$ cat config.mk
export PLATFORM = sky130hd
export DESIGN_NAME = bzp_term
export DESIGN_NICKNAME = d
export VERILOG_FILES = /design/src/sv/bzp_pkg.sv /design/src/sv/bzp_term.sv
export SDC_FILE = /design/constraint.sdc
export NUM_CORES = 2
export LEC_CHECK = 0
export BUFFER_PORTS_ARGS = -buffer_cell sky130_fd_sc_hd__buf_2
export CAP_MARGIN = 20
export CORE_MARGIN = 4
export CORE_UTILIZATION = 70
export DETAILED_ROUTE_END_ITERATION = 8
export GPL_ROUTABILITY_DRIVEN = 0
export PLACE_DENSITY_LB_ADDON = 0.2
export SYNTH_ARGS = -nofsm -noshare
export SYNTH_HDL_FRONTEND = slang
export SYNTH_SLANG_ARGS = --single-unit
$ cat constraint.sdc
create_clock -name clock -period 15.8 [get_ports clock]
set_clock_uncertainty 0.15 [all_clocks]
set_input_delay 0.79 -clock clock [delete_from_list [all_inputs] [get_ports clock]]
set_output_delay 0.79 -clock clock [all_outputs]
set_load 0.02 [all_outputs]
$ cat src/sv/bzp_pkg.sv
// ----------------------------------------------------------------------------
// bzp_pkg
// Shared types and constants for the cubic Bezier point sampler.
// ----------------------------------------------------------------------------
`default_nettype none

package bzp_pkg;

   localparam int IDX_W    = 7;
   localparam int COORD_W  = 12;
   localparam int POINT_W  = 13;
   localparam int FRAC_BITS = 16;
   localparam int T_W      = FRAC_BITS + 1;
   localparam int SQ_W     = 2 * FRAC_BITS + 1;
   localparam int COEF_W   = 3 * FRAC_BITS + 1;
   localparam int PROD_W   = COEF_W + COORD_W;
   localparam int RND_W    = PROD_W - 3 * FRAC_BITS;
   localparam int NUM_REGS = 8;
   localparam int REG_IDX_W = 3;

   localparam logic [T_W-1:0] ONE_Q16 = T_W'(1) << FRAC_BITS;

   localparam logic [REG_IDX_W-1:0] REG_START_X    = 3'd0;
   localparam logic [REG_IDX_W-1:0] REG_START_Y    = 3'd1;
   localparam logic [REG_IDX_W-1:0] REG_PULL_ONE_X = 3'd2;
   localparam logic [REG_IDX_W-1:0] REG_PULL_ONE_Y = 3'd3;
   localparam logic [REG_IDX_W-1:0] REG_PULL_TWO_X = 3'd4;
   localparam logic [REG_IDX_W-1:0] REG_PULL_TWO_Y = 3'd5;
   localparam logic [REG_IDX_W-1:0] REG_FINISH_X   = 3'd6;
   localparam logic [REG_IDX_W-1:0] REG_FINISH_Y   = 3'd7;

   // index 0: start point weight (u^3) ... index 3: finish point weight (t^3)
   typedef logic [3:0][COEF_W-1:0]  coef_set_type;
   typedef logic [3:0][COORD_W-1:0] coord_set_type;

   typedef struct packed {
      logic en_prod;
      logic en_round;
      logic en_sum;
   } pipe_ctl_type;

endpackage

`default_nettype wire

$ cat src/sv/bzp_term.sv
// ----------------------------------------------------------------------------
// bzp_term
// One axis: weight times coordinate, rounding of each term half away from
// zero, and the sum of the four rounded terms. Three register stages.
// ----------------------------------------------------------------------------
`default_nettype none

module bzp_term (
   input  wire logic                          clock,
   input  bzp_pkg::pipe_ctl_type              ctl,
   input  bzp_pkg::coef_set_type              coef,
   input  bzp_pkg::coord_set_type             coord,
   output logic [bzp_pkg::POINT_W-1:0]        point
);

   localparam int COORD_W = bzp_pkg::COORD_W;
   localparam int COEF_W  = bzp_pkg::COEF_W;
   localparam int PROD_W  = bzp_pkg::PROD_W;
   localparam int RND_W   = bzp_pkg::RND_W;
   localparam int POINT_W = bzp_pkg::POINT_W;
   localparam int SHIFT   = 3 * bzp_pkg::FRAC_BITS;

   logic [3:0][PROD_W-1:0]  prod_ff, prod_in;
   logic [3:0]              neg_ff;
   logic [3:0][RND_W-1:0]   term_ff, term_in;
   logic [POINT_W-1:0]      sum_ff;
   logic [RND_W+1:0]        sum_in;

   always_comb begin
      for (int k = 0; k < 4; k++) begin
         prod_in[k] = PROD_W'(coord[k][COORD_W-1] ? COORD_W'(-coord[k]) : coord[k])
                      * PROD_W'(coef[k]);
      end
   end

   always_comb begin
      logic [PROD_W-1:0] rounded;
      for (int k = 0; k < 4; k++) begin
         rounded    = prod_ff[k] + (PROD_W'(1) << (SHIFT - 1));
         term_in[k] = neg_ff[k] ? RND_W'(-rounded[PROD_W-1:SHIFT])
                                : rounded[PROD_W-1:SHIFT];
      end
   end

   assign sum_in = {{2{term_ff[0][RND_W-1]}}, term_ff[0]}
                 + {{2{term_ff[1][RND_W-1]}}, term_ff[1]}
                 + {{2{term_ff[2][RND_W-1]}}, term_ff[2]}
                 + {{2{term_ff[3][RND_W-1]}}, term_ff[3]};

   always_ff @(posedge clock) begin
      if (ctl.en_prod) begin
         prod_ff <= prod_in;
         for (int k = 0; k < 4; k++) neg_ff[k] <= coord[k][COORD_W-1];
      end
      if (ctl.en_round) term_ff <= term_in;
      if (ctl.en_sum)   sum_ff  <= POINT_W'(sum_in);
   end

   assign point = sum_ff;

endmodule

`default_nettype wire

**Word-level counts from Yosys, hierarchy flattened**

Index checks and enable logic that the tools add are counted.

- $mul: 4
- Mux-type cells: 8
- $add $sub $neg: 15

Operators by type and width:

| kind | count |
|---|---|
| adder 61 x 48 -> 61 bit (second input constant) | 4 |
| multiplier 12 x 49 -> 61 bit | 4 |
| 2-to-1 mux 13 bit | 4 |
| negator 13 bit | 4 |
| 2-to-1 mux 12 bit | 4 |
| negator 12 bit | 4 |
| adder 13 bit | 3 |

- Output and inout bits: 13
- Word-level logic and storage cells: 37
- Bits of input ports: 248
- Flip-flop bits (word level): 313

**Logic depth before layout (Yosys ltp)**

- Word-level depth: 3
- Mapped depth: 32
- Mapped depth without buffers: 29

**Worst setup path after synthesis**

OpenSTA, ideal clock, no wires.

- Path kind: input-to-reg
- Start point: input coord[36] (netlist name)
- End point: register prod_ff[240] (netlist name) (data pin)
- Required time: 15390 ps
- Library setup time: 260 ps
- Data arrival time: 7559 ps
- Path slack: 7831 ps
- Buffers on the path: 5
- Stages on the path: 31
- Cell sequence: clkbuf_1 > clkbuf_1 > clkbuf_1 > inv_1 > ha_1 > or3b_1 > or2_2 > o21ai_1 > xnor2_1 > clkbuf_1 > clkbuf_1 > nand2_1 > fa_1 > inv_1 > fa_1 > fa_1 > fa_1 > inv_1 > fa_1 > inv_1 > ha_1 > nand3_1 > nor4_1 > nand2_1 > a2111oi_0 > o211ai_1 > nand3_1 > a31oi_2 > o21ai_2 > a311oi_2 > xnor2_1

RTL lines:

| what | line | text |
|---|---|---|
| start: declaration | bzp_term.sv:12 | `input bzp_pkg::coord_set_type coord,` |
| end signal: assignment | bzp_term.sv:52 | `prod_ff <= prod_in;` |
| end: declaration | bzp_term.sv:23 | `logic [3:0][PROD_W-1:0] prod_ff, prod_in;` |

==> flow_metrics.env <==
export IMPL_status="completed"
export IMPL_netlist_instances=8369
export IMPL_drt_iter0_drc=3625
export IMPL_layout_drive_gt1_share_pct=5.056
export IMPL_finalNetCount=10810
export IMPL_cts_setup_buffers=0
export IMPL_grt_pass1_vias=62410
export IMPL_cp_end_kind="register"
export IMPL_track_usage_pct=34.10
export IMPL_num_io_pins=261
export IMPL_rsz0062_at_grt="no"
export IMPL_drc=0
export IMPL_floorplan_initialDensity_pct=70.92
export IMPL_cts_tree="built"
export IMPL_final_core_util_pct=73.49
export IMPL_max_slew_worst_pin_slew_ns=1.097
export IMPL_most_common_layout_cells="2,085 x inv_1, 1,900 x fa_1, 1,745 x nand2_1"
export IMPL_clk_latency_ns=0.44
export IMPL_via_per_inst=5.680
export IMPL_fp_dieArea_um2=110700
export IMPL_grt_max_degree=61
export IMPL_htreeDepth=4
export IMPL_postCtsResizedCells=0
export IMPL_rows=118
export IMPL_grt_first_pass_wirelength_um=307200
export IMPL_antenna_found_initial=21
export IMPL_port_buffers=260
export IMPL_min_path_type="reg2reg"
export IMPL_timing_slew_headroom_pct=26.86
export IMPL_crit_arrival_ns=8.98
export IMPL_cts_sinks=125
export IMPL_mostFrequentLayoutCell="inv_1"
export IMPL_wire_per_inst_um=18.46
export IMPL_fin_crit_sh_pct=56.65
export IMPL_postCtsHoldBufs=0
export IMPL_setup_violations_final=0
export IMPL_setup_tns_ns=0
export IMPL_crit_required_ns=15.83
export IMPL_hold_viol=0
export IMPL_num_vias=54910
export IMPL_cp_start_kind="primary input"
export IMPL_syn_area_um2=73810
export IMPL_ys_warn_count=0
export IMPL_crit_type="in2reg"
export IMPL_ys_ff_latch=125
export IMPL_placed_area_um2=75870
export IMPL_synth_edff_count=125
export IMPL_ys_seq_area_share_pct=5.085
export IMPL_die_w_um=332.7
export IMPL_drv_cap=0
export IMPL_maxSlewViolCount=0
export IMPL_core_um2=104100
export IMPL_dpl_hpwl_um=139200
export IMPL_ys_types=77
export IMPL_area_growth_pct=3.631
export IMPL_fillers=7805
export IMPL_stdcell_area_um2=76490
export IMPL_die_height_um=332.7
export IMPL_ctsLongestPathBuffers=2
export IMPL_cts_root_buf="clkbuf_16"
export IMPL_path_clk_slew_ns=0.06
export IMPL_numCtsBuffers=17
export IMPL_fmax_mhz=111.7
export IMPL_totalWireLength_um=178500
export IMPL_period_needed_ns=8.951
export IMPL_synth_flop_cell="edfxtp_1"
export IMPL_ant_nets=0
export IMPL_synth_fp_nets=10920
export IMPL_crit_fanout=52
export IMPL_firstDrtPassIters=8
export IMPL_overflow=0
export IMPL_avgSynthCellArea_um2=8.820
export IMPL_synthArstFlopShare_pct=0
per-stage QoR:
step / setup slack (ns) / instances / hold slack (ns)
global placement: 6.582 / 9615 / 0.4881
floorplan: 7.831 / 8369 / 0.3756
CTS: 6.972 / 9647 / 0.5130
global route: 6.356 / 9658 / 0.5207
detailed placement: 6.538 / 9615 / 0.4875
finish: 6.849 / 9667 / 0.5078
cell type report:
type                    count  area (um2)  share of cell area [%]
inverters                2085        7826                   10.23
well taps                1380        1727                   2.257
flip-flops and latches    125        3754                   4.907
diodes                     19       47.55                 0.06216
multi-input cells        5707       60820                   79.51
repair buffers            319        1757                   2.296
clock buffers              21       440.4                  0.5758
clock inverters            11       118.9                  0.1554
layer usage:
layer	share of wire [%]	up-vias	routed length, um	GRT usage (%)
met5	0.039	-	69	0
met4	2.9	12	5234	9.868
met3	8.2	456	14630	5.596
met2	51	2427	90340	59.01
met1	38	28190	68200	44.99
li1	-	23820	-	-
worst max-delay path: stages:
cell	delay [ns]
buf_2	0.81
inv_1	0.13
ha_1	0.27
or3b_1	0.18
or2_2	0.11
o21ai_1	0.08
xnor2_2	0.39
buf_4	0.55
nand2_1	0.15
fa_1	0.51
inv_1	0.06
fa_1	0.46
fa_1	0.48
fa_1	0.49
inv_1	0.06
fa_1	0.48
inv_1	0.04
ha_1	0.30
a21o_1	0.12
a21o_1	0.14
a2111oi_0	0.12
a2111oi_0	0.89
nor3_1	0.18
nor3_1	0.42
nor3_1	0.17
o21ai_0	0.30
a21oi_1	0.13
xnor2_1	0.13
final timing paths:
kind | from | to | slack [ns] | cells after the start
hold reg to reg | prod_ff[109] | term_ff[13] | 0.51 | 1
setup / recovery | coord[36] | prod_ff[239] | 6.85 | 28
hold / removal | prod_ff[109] | term_ff[13] | 0.51 | 1
setup reg to reg | term_ff[1] | point[11] | 11.62 | 15
cell usage after synthesis, drive strengths merged, types with 12 or more instances:
cell / instances / area, um2
a21o: 76 / 570.6
a21oi: 121 / 624.4
xor2: 73 / 639.4
o31ai: 16 / 125.1
nand4: 37 / 231.5
or3: 13 / 81.33
inv: 2085 / 7826
o21ai: 77 / 392.9
clkbuf: 433 / 1625
edfxtp: 125 / 3754
nand2: 1745 / 6550
fa: 1900 / 38040
and2: 721 / 4511
a31oi: 23 / 156.4
nor3: 24 / 120.1
and3: 24 / 150.1
xnor2: 138 / 1209
nand2b: 22 / 137.6
buf: 19 / 82.57
a211oi: 13 / 97.59
nor2: 53 / 198.9
ha: 404 / 5055
nand3: 75 / 375.4
nor2b: 22 / 137.6
o21bai: 12 / 93.84
kinds of logic (layout without fill, tap and decap cells):
group | Yosys count | in the layout | share of synthesized area, %
buffers and inverters | 2537 | 2436 | 12.92
multiplexers | 8 | 8 | 0.1305
adder cells (fa/ha/maj) | 2304 | 2304 | 58.38
AO/OA/AOI/OAI | 411 | 411 | 3.658
XOR/XNOR | 211 | 211 | 2.504
AND/OR/NAND/NOR | 2773 | 2773 | 17.33
flip-flops | 125 | 125 | 5.085
other | 0 | 19 | 0
flip-flops by register name (all words and copies together), names as in the netlist:
register,flops
point,13
neg_ff,4
prod_ff,56
term_ff,52
Power is left out: the tool's default activity adds up to more than one toggle a clock period on the data nets, which glitch-free logic cannot reach.
